--- src/dngs_ram.sv ---
// Generic single-port-write, registered-read RAM.
module dngs_ram #(
    parameter int WIDTH = 8,
    parameter int DEPTH = 16
) (
    input  logic                     i_clk,
    input  logic                     i_we,
    input  logic [$clog2(DEPTH)-1:0] i_waddr,
    input  logic [WIDTH-1:0]         i_wdata,
    input  logic [$clog2(DEPTH)-1:0] i_raddr,
    output logic [WIDTH-1:0]         o_rdata
);
    logic [WIDTH-1:0] r_mem [DEPTH];

    always_ff @(posedge i_clk) begin
        if (i_we) begin
            r_mem[i_waddr] <= i_wdata;
        end
        o_rdata <= r_mem[i_raddr];
    end
endmodule

--- config.mk ---
export PLATFORM = sky130hd
export DESIGN_NAME = dngs_ram
export DESIGN_NICKNAME = d
export VERILOG_FILES = /design/src/dngs_ram.sv
export SDC_FILE = /design/constraint.sdc
export NUM_CORES = 1
export LEC_CHECK = 0
export ABC_AREA = 1
export BUFFER_PORTS_ARGS = -buffer_cell sky130_fd_sc_hd__clkbuf_2
export CORE_MARGIN = 5
export CORE_UTILIZATION = 30
export DETAILED_ROUTE_END_ITERATION = 12
export GPL_TIMING_DRIVEN = 0
export PLACE_DENSITY = 0.5
export SYNTH_ARGS = -nofsm -noshare
export SYNTH_HDL_FRONTEND = slang
export SYNTH_SLANG_ARGS = --single-unit
--- constraint.sdc ---
create_clock -name i_clk -period 1.1 [get_ports i_clk]
set_clock_uncertainty 0.05 [all_clocks]
set_input_delay 0.055 -clock i_clk [delete_from_list [all_inputs] [get_ports i_clk]]
set_output_delay 0.055 -clock i_clk [all_outputs]
set_load 0.02 [all_outputs]
Word-level counts from Yosys, hierarchy flattened
Memories as Yosys holds them, arrays and structs flattened. A register that Yosys moved wholly into a read port is not among the register bits.
Index checks and enable logic that the tools add are counted.
{ "word_totals": {"regBits": 0, "ram_bits": 128, "inputBits": 18, "output_inout_bits": 8, "mem_count": 1} }
{ "op_classes": {"n_mux": 2} }
{ "memory_table": {"columns": ["memory", "words", "word_bits", "read_ports", "rd_clocked_by_memory_dff", "wr", "line_no", "rtl"], "rows": [
  ["r_mem", 16, 8, 1, 1, 1, "13", "logic [WIDTH-1:0] r_mem [DEPTH];"]
]} }
{ "ops": {"columns": ["cell", "count"], "rows": [
  ["2-to-1 mux 1 bit", 2]
]} }

Logic depth before layout (Yosys ltp)
Gate-level depths: netlist (run 1).
{ "logic_depth": {"ltp_word": 2, "mapped_depth": 8, "depth_no_buf": 7} }

Worst setup path before layout (run 1)
Ideal clock, no wire load.
{ "synth_path": {"path_kind": "input-to-reg", "from": "input i_waddr[3]", "to": "memory r_mem[4][0], enable pin", "setup_time_ps": 370, "t_arrival_ps": 636, "t_required_ps": 680, "setup_slack_ps": 44, "stages": 2, "path_cell_list": "nand3b_1 -> nor2_1"} }
{ "synth_rtl": {"columns": ["element", "line_no", "rtl"], "rows": [
  ["from (decl)", "8", "input logic [$clog2(DEPTH)-1:0] i_waddr,"],
  ["to (decl)", "13", null]
]} }
No word-level cell before the write port.

Worst setup path after layout (run 1)
{ "layout_path": {"from": "input i_waddr[2]", "to": "memory r_mem[9][3], enable pin"} }
No word-level cell before the write port.

==> results of run 1 <==
## through the flow
stage	total power (W)	worst slack, ns	hold WS [ns]	cells
finish	0.0122	-0.0363	0.0619	865
global route	0.0126	-0.0791	0.0718	865
CTS	0.0123	-0.0581	0.0291	865
detailed placement	0.00674	-0.692	0.425	833
global placement	0.00672	-0.662	0.425	833
floorplan	0.00638	0.0442	0.104	551
## cells by family (layout without fill, tap and decap cells)
group	count (synthesis)	after routing
and+or+nand+nor	289	289
DFF	136	136
buffers and inverters	126	180
## metal layers
| layer | wire length (µm) | GRT usage | up-vias |
|---|---|---|---|
| li1 | - | - | 1859 |
| met3 | 669 | 0.0262 | 19 |
| met5 | 0 | 0 | - |
| met1 | 6960 | 0.192 | 1772 |
| met2 | 6510 | 0.201 | 107 |
| met4 | 285 | 0.0540 | 0 |
## layout make-up
type                    count  area (µm²)
fillers                  1874       12000
inverters                 102         383
multi-input cells         289        1290
well taps                 260         325
clock inverters             7        93.8
repair buffers             22         110
flip-flops and latches    136        4000
clock buffers              25         487
plain buffers              24         166
## power groups by stage
stage	clock network [W]	registers [W]	logic, W
global route	0.00585	0.00583	0.000910
global placement	0	0.00593	0.000794
finish	0.00556	0.00583	0.000825
CTS	0.00566	0.00583	0.000809
floorplan	0	0.00597	0.000409
detailed placement	0	0.00593	0.000802
## critical path, stage by stage
cell	delay (ns)
sky130_fd_sc_hd__clkbuf_2	0.10
sky130_fd_sc_hd__nand3b_1	0.32
sky130_fd_sc_hd__nor2_1	0.65
## state kept, by name, summed over array words and instances, names as in the netlist
register and cells:
r_mem 128, o_rdata 8
## worst paths after layout
kind	slack (ns)	end	depth (start not counted)
worst min register to register	0.67	o_rdata[3]	6
worst max register to register	0.05	o_rdata[2]	6
worst max-delay path	-0.04	r_mem[9][3]	3
worst min-delay path	0.06	o_rdata[1]	4
## repair_timing
item	4_1_cts	5_1_grt
endpoints found under the setup margin	50	48
endpoints found under the hold margin	0	0
pin swaps	0	1
hold buffers	0	0
resized for setup	5	16
## layout by cell type (no fill, tap or decap)
master                       Yosys  layout
sky130_fd_sc_hd__clkinv_4        0       1
sky130_fd_sc_hd__nand3_1        97      86
sky130_fd_sc_hd__clkbuf_1        0       6
sky130_fd_sc_hd__buf_4           4       4
sky130_fd_sc_hd__inv_2           2       2
sky130_fd_sc_hd__nand3_2         0      11
sky130_fd_sc_hd__bufinv_16       0       2
sky130_fd_sc_hd__clkinv_2        0       2
sky130_fd_sc_hd__clkinvlp_4      0       2
sky130_fd_sc_hd__edfxtp_1      128     128
sky130_fd_sc_hd__buf_6           6       6
sky130_fd_sc_hd__nand2_1       173     170
sky130_fd_sc_hd__nand2_2         0       3
sky130_fd_sc_hd__dfxtp_1         8       8
sky130_fd_sc_hd__buf_1           1       1
sky130_fd_sc_hd__nor2_2          0       7
sky130_fd_sc_hd__nand3b_1        2       2
sky130_fd_sc_hd__clkbuf_2        0      22
sky130_fd_sc_hd__nor2_1         17      10
sky130_fd_sc_hd__buf_2          13      13
sky130_fd_sc_hd__inv_1         100     100
sky130_fd_sc_hd__clkbuf_8        0       1
sky130_fd_sc_hd__clkbuf_16       0      18
==> impl_results.rst, run 1 <==
.. list-table::
   :header-rows: 1

   * - Metric
     - Value
   * - Max-capacitance violation count
     - 0
   * - Clock tree from TritonCTS
     - yes
   * - Failing checks
     - setup timing
   * - Total global routing track utilization
     - 0.134
   * - Cell Pwr Density
     - 1780 mW/mm²
   * - Synthesized area divided by synthesized cell count
     - around 10 µm²
   * - Number of detailed-route iterations in the first pass
     - 5
   * - Count of flip-flops with a built-in enable after synthesis
     - 128
   * - Number of antenna repair diodes
     - 0
   * - Final-layout setup total negative slack
     - -0.600 ns
   * - Antenna violations before repair
     - 0
   * - Sequential cell fraction of total power
     - 0.477
   * - Post-synthesis share of cell area spent on full adders, half adders and majority gates
     - 0
   * - P_sw
     - 0.00265 W
   * - Port Buf Inserts
     - 22
   * - Combinational family with the most area after synthesis
     - simple AND/OR/NAND/NOR gates
   * - Result of the run
     - complete, but fails checks
   * - XOR/XNOR share of the synthesized area
     - 0
   * - Height of the die
     - between 100 and 150 µm
   * - Final HPWL from detailed placement
     - between 9 and 10 mm
   * - Final setup violation count
     - 24
   * - Initial cell density of the core
     - 0.306
   * - Seq/Total Area, Yosys
     - 0.694
   * - Post-CTS setup buffer count
     - 0
   * - Clk sink count
     - about 140
   * - Count leader, synth
     - sky130_fd_sc_hd__nand2_1
   * - Combinational group share of total power
     - 0.068
   * - Post-detailed-routing wire length
     - ~14 mm
   * - Largest fanout of any net on the critical path
     - 8
   * - Net switching fraction of the power
     - 0.217
   * - Area post-placement
     - ~0.0062 mm²
   * - Die X
     - 149 µm
   * - GR Overflow Total
     - 0
   * - Placer Congestion
     - slightly above 0.8
   * - Non-Filler Cell Area, Final
     - roughly 0.007 mm²
   * - Total count of hold-check failures in the final report
     - 0
   * - Insertion delay to the later sink of the worst-skew pair
     - about 0.43 ns
   * - Int Pwr
     - approximately 0.0096 W
   * - Number of top-level design ports
     - 26
   * - Element type at the critical path end
     - flop
   * - Worst slew margin relative to its limit
     - 0.493
   * - Share of synthesized cell area in and, or, nand and nor gates
     - 0.210
   * - Post-route clock period utilization
     - 1.03
   * - Worst endpoint required time
     - roughly 1.1 ns
   * - Synth cell count leaders
     - 173 x sky130_fd_sc_hd__nand2_1, 128 x sky130_fd_sc_hd__edfxtp_1, 100 x sky130_fd_sc_hd__inv_1
   * - Register clock-pin slew on the reported worst setup and hold paths
     - 0.06 ns
   * - Hold crit path type
     - in2reg
   * - Static leakage power
     - slightly below 3 nW
   * - Critical path startpoint
     - i_waddr[2]
   * - Number of global-route vias before repair
     - 3551
   * - Async set or reset register ratio after synthesis
     - 0
   * - Cts bufs inserted
     - 17
   * - Number of warning messages in the yosys log
     - 0
   * - Unique masters post-synth
     - 12
   * - Cell row count
     - 50
   * - Total count of max-transition violations in the final report
     - 0
   * - Post-Synthesis Cell Area
     - 0.00577 mm²
   * - Maximum number of pins on one net before global-route repair
     - 17
   * - Area inside the core boundary
     - 0.0188 mm²
   * - Library cell occupying the most area in the post-synthesis netlist
     - sky130_fd_sc_hd__edfxtp_1
   * - Root buffer selected by CTS
     - sky130_fd_sc_hd__clkbuf_16
   * - Via count of the routed design
     - approximately 3800
   * - Setup crit start kind
     - input pin
   * - Nets in the synthesized netlist
     - 569
   * - Drt first-iter violations
     - about 320
   * - Final core occ
     - 0.364
   * - Fmax
     - 880 MHz
   * - Tightest Pin Transition
     - between 0.7 and 0.8 ns
   * - Dominant register cell in the synthesized netlist
     - sky130_fd_sc_hd__edfxtp_1
   * - Share of layout cells above drive strength 1
     - 0.155
   * - Full die area
     - between 0.02 and 0.025 mm²
   * - Share of synthesized area spent on multiplexers
     - 0
   * - Deepest level of the CTS H-tree
     - 4
   * - Remaining DRCs
     - 0
   * - Clock share of power
     - 0.455
   * - Min-Delay Startpoint
     - i_raddr[2]
   * - Top cells by area in the synthesized netlist
     - sky130_fd_sc_hd__edfxtp_1 67%, sky130_fd_sc_hd__nand2_1 11%, sky130_fd_sc_hd__nand3_1 8.4%
   * - Average vias per placed instance
     - approximately 4.3
   * - Critical path arrival
     - ~1.1 ns
   * - Number of storage elements in the synthesis netlist
     - ~140
   * - Worst IR drop on VDD
     - 1.11 mV
   * - Wire length of the first global-routing pass
     - 21.5 mm
   * - Max Root-Sink Buffers
     - 2
   * - Compound-Gate Fraction of Synth Area
     - 0
   * - Final worst path period need
     - about 1.1 ns
   * - Number of nets at the end of the flow
     - a little over 600
   * - Area overhead of the layout relative to synthesis
     - 19.0%
   * - RSZ-0062 raised after global routing
     - yes
   * - Routed len/inst
     - between 15 and 20 µm
   * - Source of the worst register-to-register timing path
     - r_mem[8][2]
   * - Area share of the largest cell type after synthesis
     - 0.667
   * - Start-to-end type of the worst setup path
     - in2reg
   * - Worst setup margin
     - -0.0363 ns
   * - Gate count after technology mapping
     - about 550
   * - Final antenna-violating net count
     - 0
Power figures use the tool's default switching activity.
==> inputs of run 2 (changes only) <==
Settings changed: BUFFER_PORTS_ARGS -buffer_cell sky130_fd_sc_hd__clkbuf_2 to unset, CORE_UTILIZATION 30 to 57, DONT_BUFFER_PORTS set to 1, PLACE_DENSITY 0.5 to 0.79, SLEW_MARGIN set to 0.
==> impl_results.rst, run 2 (synthesized netlist as in run 1, its figures left out) <==
.. list-table::
   :header-rows: 1

   * - Metric
     - Value
   * - Result of the run
     - complete, but fails checks
   * - Failing checks
     - hold timing
   * - Insertion delay to the later sink of the worst-skew pair
     - approximately 0.53 ns
   * - Final antenna-violating net count
     - 0
   * - Most frequent cells in the layout
     - 170 x sky130_fd_sc_hd__nand2_1, 128 x sky130_fd_sc_hd__edfxtp_1, 100 x sky130_fd_sc_hd__inv_1, 88 x sky130_fd_sc_hd__nand3_1, 17 x sky130_fd_sc_hd__nor2_1
   * - P_sw
     - 0.00271 W
   * - Fillers
     - 716
   * - Worst IR drop on VDD
     - about 1.2 mV
   * - Register clock-pin slew on the reported worst setup and hold paths
     - 0.06 ns
   * - Number of detailed-route iterations in the first pass
     - 5
   * - Clock tree from TritonCTS
     - yes
   * - Total count of max-transition violations in the final report
     - 0
   * - Tightest Pin Transition
     - around 0.86 ns
   * - Clock share of power
     - 0.465
   * - Height of the die
     - roughly 110 µm
   * - Full die area
     - between 0.01 and 0.015 mm²
   * - Number of global-route vias before repair
     - between 3000 and 4000
   * - Final-layout setup total negative slack
     - 0 ns
   * - Worst slew margin relative to its limit
     - 0.427
   * - Start-to-end type of the worst setup path
     - reg2out
   * - Overall power consumption
     - between 0.01 and 0.015 W
   * - Drt first-iter violations
     - approximately 480
   * - Min-Delay Startpoint
     - i_waddr[1]
   * - RSZ-0062 raised after global routing
     - no
   * - Hold Path Cell Cnt
     - 2
   * - Critical path arrival
     - approximately 0.96 ns
   * - Root buffer selected by CTS
     - sky130_fd_sc_hd__clkbuf_8
   * - GR Overflow Total
     - 0
   * - Net switching fraction of the power
     - 0.218
   * - Depth of the worst register-to-register path
     - 6
   * - Final core occ
     - 0.687
   * - Number of buffers inserted by hold repair at cts
     - 16
   * - Cell Pwr Density
     - around 1800 mW/mm²
   * - Area post-placement
     - roughly 0.0059 mm²
   * - Routed len/inst
     - just under 20 µm
   * - Max Root-Sink Buffers
     - 2
   * - Max-capacitance violation count
     - 0
   * - Number of antenna repair diodes
     - 0
   * - Post-detailed-routing wire length
     - about 14 mm
   * - Largest fanout of any net on the critical path
     - 1
   * - Total global routing track utilization
     - 0.238
   * - Total count of hold-check failures in the final report
     - 44
   * - Int Pwr
     - between 0.009 and 0.01 W
   * - Area overhead of the layout relative to synthesis
     - 17.0%
   * - Non-Filler Cell Area, Final
     - just under 0.007 mm²
   * - Final HPWL from detailed placement
     - 8.88 mm
   * - Cell row count
     - 36
   * - Number of nets at the end of the flow
     - about 600
   * - Port Buf Inserts
     - 0
   * - Largest registers
     - r_mem: 128 flops, o_rdata: 8 flops
   * - Fmax
     - between 900 and 1000 MHz
   * - Antenna violations before repair
     - 0
   * - Number of flip-flops in the largest register
     - roughly 130
   * - Die X
     - 111 µm
   * - Worst endpoint required time
     - 1.00 ns
   * - Combinational group share of total power
     - 0.061
   * - Clk sink count
     - 136
   * - Wire length of the first global-routing pass
     - between 20 and 25 mm
   * - Sequential cell fraction of total power
     - 0.475
   * - Post-CTS setup buffer count
     - 0
   * - Setup crit start kind
     - flop
   * - Final setup violation count
     - 0
   * - Maximum number of pins on one net before global-route repair
     - 17
   * - Element type at the critical path end
     - output pin
   * - Placer Congestion
     - between 0.8 and 0.9
   * - Deepest level of the CTS H-tree
     - 4
   * - Share of layout cells above drive strength 1
     - 0.109
   * - Average vias per placed instance
     - roughly 5.5
   * - Area inside the core boundary
     - 0.00982 mm²
   * - Minimum setup slack among reg-to-reg paths
     - between 0.03 and 0.04 ns
   * - Hold crit path type
     - in2reg
   * - Source of the worst register-to-register timing path
     - r_mem[11][3]
   * - Hold slack final
     - -0.0439 ns
   * - Commonest non-fill, non-tap cell in the layout
     - sky130_fd_sc_hd__nand2_1
   * - Cts bufs inserted
     - 17
   * - Initial cell density of the core
     - 0.587
   * - Register bank with the most flops
     - r_mem
   * - Number of top-level design ports
     - 26
   * - Capture instance of the worst register-to-register path
     - o_rdata[3]
   * - Post-route clock period utilization
     - 0.966
   * - Remaining DRCs
     - 0
   * - End point of the worst hold path
     - r_mem[11][0]
   * - Via count of the routed design
     - around 4000
   * - Static leakage power
     - between 2 and 3 nW
   * - Final worst path period need
     - about 1.1 ns
run 2: changes by cell type in the layout (fill, tap and decap cells not counted), sizes merged:
cell         delta
clkbuf         -29
dlygate4sd3    +16
clkinv          +5
bufinv          +2
run 2: routing by layer:
metal  vias to the layer above  part of all wire  routed length (µm)  global-route usage
met3                        35              0.12                1640              0.0662
met4                         0             0.033                 467               0.121
met2                       252              0.45                6420               0.341
met1                      1885              0.40                5670               0.332
li1                       1850                 -                   -                   -
met5                         -                 0                   0                   0
run 2: repair_timing:
item / 4_1_cts / 5_1_grt
hold endpoints to repair: 200 / 36
setup endpoints to repair: 0 / 7
gates resized for setup: 0 / 13
run 2: worst max path at each step:
| stage | slack [ns] | from | cells past startpoint | endpoint |
|---|---|---|---|---|
| after CTS | 0.006 | o_rdata[0] | 0 | o_rdata[0] |
| after global placement | -0.27 | i_waddr[3] | 2 | r_mem[5][0] |
| after detailed placement | -0.33 | i_waddr[2] | 2 | r_mem[9][1] |
| final | 0.04 | o_rdata[3] | 0 | o_rdata[3] |
| after floorplan | 0.04 | i_waddr[3] | 2 | r_mem[4][0] |
| after global routing | 0.0008 | o_rdata[7] | 0 | o_rdata[7] |
run 2: cell type report:
cell class                      instances  area [µm²]  area share
Tap cell                              133         166      0.0247
Inverter                              102         383      0.0568
Clock inverter                         14         181      0.0269
Clock buffer                           18         418      0.0619
Timing Repair Buffer                   16         160      0.0237
Buffer                                 24         166      0.0247
Multi-Input combinational cell        289        1270       0.188
Sequential cell                       136        4010       0.594
run 2: power groups by stage:
| stage | sequential, W | clock, W | combinational, W |
|---|---|---|---|
| global placement | 0.00598 | 0 | 0.000574 |
| floorplan | 0.00597 | 0 | 0.000409 |
| CTS | 0.00588 | 0.00577 | 0.000720 |
| detailed placement | 0.00598 | 0 | 0.000586 |
| finish | 0.00588 | 0.00575 | 0.000753 |
| global route | 0.00589 | 0.00604 | 0.000810 |
run 2: stage by stage:
step                      cells  setup slack (ns)
after global routing        732          0.000840
after detailed placement    684            -0.330
after floorplan             551            0.0442
final                       732            0.0373
after CTS                   732           0.00650
after global placement      684            -0.271
==> inputs of run 3 (changes only) <==
Settings changed: BUFFER_PORTS_ARGS set to -buffer_cell sky130_fd_sc_hd__clkbuf_2, CORE_MARGIN 5 to unset, CORE_UTILIZATION 57 to 55, DONT_BUFFER_PORTS 1 to unset, TNS_END_PERCENT set to 1.
==> impl_results.rst, run 3 (synthesized netlist as in run 1, its figures left out) <==
.. list-table::
   :header-rows: 1

   * - Metric
     - Value
   * - Number of detailed-route iterations in the first pass
     - 6
   * - Initial cell density of the core
     - 0.564
   * - Multi-input combinational cell area
     - approximately 0.0013 mm²
   * - Area overhead of the layout relative to synthesis
     - 20.5%
   * - Antenna violations before repair
     - 0
   * - Cell family contributing the most delay on the critical path
     - flip-flops
   * - Maximum number of pins on one net before global-route repair
     - 17
   * - Static leakage power
     - around 3.0 nW
   * - Result of the run
     - complete, but fails checks
   * - Fillers
     - about 700
   * - Number of top-level design ports
     - 26
   * - Final core occ
     - 0.679
   * - Worst IR drop on VDD
     - roughly 1.5 mV
   * - GR Overflow Total
     - 0
   * - Max Root-Sink Buffers
     - 2
   * - Area inside the core boundary
     - a little over 0.01 mm²
   * - Hold slack final
     - -0.00223 ns
   * - Final worst path period need
     - ~1.1 ns
   * - Hold crit path type
     - in2reg
   * - Longest individual stage delay on the worst path
     - ~0.33 ns
   * - Final antenna-violating net count
     - 0
   * - Total count of hold-check failures in the final report
     - 6
   * - Clk sink count
     - between 100 and 150
   * - Total count of max-transition violations in the final report
     - 0
   * - Buffers plus inverters on the worst setup path
     - 1
   * - Register clock-pin slew on the reported worst setup and hold paths
     - ~0.07 ns
   * - Element type at the critical path end
     - output pin
   * - Number of antenna repair diodes
     - 0
   * - Cts bufs inserted
     - 17
   * - Share of layout cells above drive strength 1
     - 0.160
   * - Height of the die
     - approximately 100 µm
   * - Setup crit start kind
     - flop
   * - Drt first-iter violations
     - slightly above 600
   * - CP Cell Sequence
     - buf_8
   * - Routed len/inst
     - roughly 19 µm
   * - Via count of the routed design
     - between 4000 and 5000
   * - Root buffer selected by CTS
     - sky130_fd_sc_hd__clkbuf_8
   * - Start-to-end type of the worst setup path
     - reg2out
   * - Register bank with the most flops
     - r_mem
   * - Commonest non-fill, non-tap cell in the layout
     - sky130_fd_sc_hd__nand2_1
   * - Post-CTS setup buffer count
     - 0
   * - Placer Congestion
     - between 0.9 and 1
   * - Total global routing track utilization
     - 0.280
   * - Largest registers
     - r_mem: 128 flops, o_rdata: 8 flops
   * - Clock tree from TritonCTS
     - yes
   * - Post-route clock period utilization
     - 0.998
   * - Tightest Pin Transition
     - ~0.84 ns
   * - Post-detailed-routing wire length
     - about 14 mm
   * - Final HPWL from detailed placement
     - between 8 and 9 mm
   * - Final-layout setup total negative slack
     - 0 ns
   * - Die X
     - 104 µm
   * - Port Buf Inserts
     - 22
   * - Post-placement cell count
     - between 700 and 800
   * - Cell row count
     - 37
   * - Insertion delay to the later sink of the worst-skew pair
     - about 0.54 ns
   * - Number of flip-flops in the largest register
     - between 100 and 150
   * - Number of non-filler instances in the completed layout
     - 749
   * - Max-capacitance violation count
     - 0
   * - Deepest level of the CTS H-tree
     - 4
   * - Worst setup margin
     - 0.00168 ns
   * - Most frequent cells in the layout
     - 170 x sky130_fd_sc_hd__nand2_1, 128 x sky130_fd_sc_hd__edfxtp_1, 100 x sky130_fd_sc_hd__inv_1, 90 x sky130_fd_sc_hd__nand3_1, 16 x sky130_fd_sc_hd__clkbuf_16
   * - Sequential cell area in the final layout
     - about 0.0040 mm²
   * - Remaining DRCs
     - 0
   * - Worst endpoint required time
     - 1.00 ns
   * - Number of nets at the end of the flow
     - around 620
   * - Fmax
     - between 900 and 1000 MHz
   * - Failing checks
     - hold timing
   * - Critical path arrival
     - 0.99 ns
   * - RSZ-0062 raised after global routing
     - yes
   * - Final setup violation count
     - 0
   * - Wire length of the first global-routing pass
     - between 20 and 25 mm
   * - Largest fanout of any net on the critical path
     - 1
   * - Worst slew margin relative to its limit
     - 0.439
   * - Cell Pwr Density
     - around 1900 mW/mm²
   * - Number of global-route vias before repair
     - a little under 4000
   * - Setup WS pre-CTS
     - -0.470 ns
   * - Full die area
     - about 0.011 mm²
   * - Average vias per placed instance
     - 5.50
   * - Slowest cell on crit path
     - sky130_fd_sc_hd__dfxtp_2
run 3: changes by cell type in the layout (fill, tap and decap cells not counted), sizes merged:
cell and change:
buf +7, dlymetal6s4s +1, dlygate4sd3 -8, clkbuf +17, bufinv +2, clkinv -5
run 3: worst paths after layout:
path | start | endpoint | slack [ns] | depth (start not counted)
worst min-delay path | i_wdata[1] | r_mem[14][1] | -0.002 | 1
worst max register to register | r_mem[14][1] | o_rdata[1] | 0.02 | 6
worst max-delay path | o_rdata[0] | o_rdata[0] | 0.002 | 1
worst min register to register | r_mem[4][0] | o_rdata[0] | 0.68 | 6
run 3: cell type report:
type | instances | share of cell area
multi-input combinational | 289 | 0.181
clock inverter | 11 | 0.0313
buffer | 23 | 0.0234
timing repair buffer | 31 | 0.0407
tap | 136 | 0.0245
inverter | 102 | 0.0551
clock buffer | 21 | 0.0661
sequential | 136 | 0.577
run 3: stage by stage:
step / power [W] / cell area [µm²]
floorplan: 0.00638 / 5770
global placement: 0.00667 / 6050
detailed placement: 0.00670 / 6050
CTS: 0.0132 / 6890
global route: 0.0136 / 6950
finish: 0.0133 / 6950
run 3: power by group:
part           switching, W  internal [W]  leakage [nW]
Sequential        0.0000472       0.00580          1.22
Combinational      0.000589      0.000311          1.48
Clock               0.00218       0.00433         0.324
run 3: per-layer routing:
layer  wire length, µm  track usage  vias to the layer above
met1              5910        0.387                     1914
met2              6690        0.425                      287
li1                  -            -                     1875
met3              1310       0.0670                       42
met4               343        0.120                        0
met5                 0            0                        -
run 3: repair_timing:
| item | in CTS | in global routing |
|---|---|---|
| endpoints found under the setup margin | 8 | 22 |
| hold endpoints to repair | 88 | 0 |
| hold buffers | 9 | 0 |
| gates resized for setup | 24 | 21 |
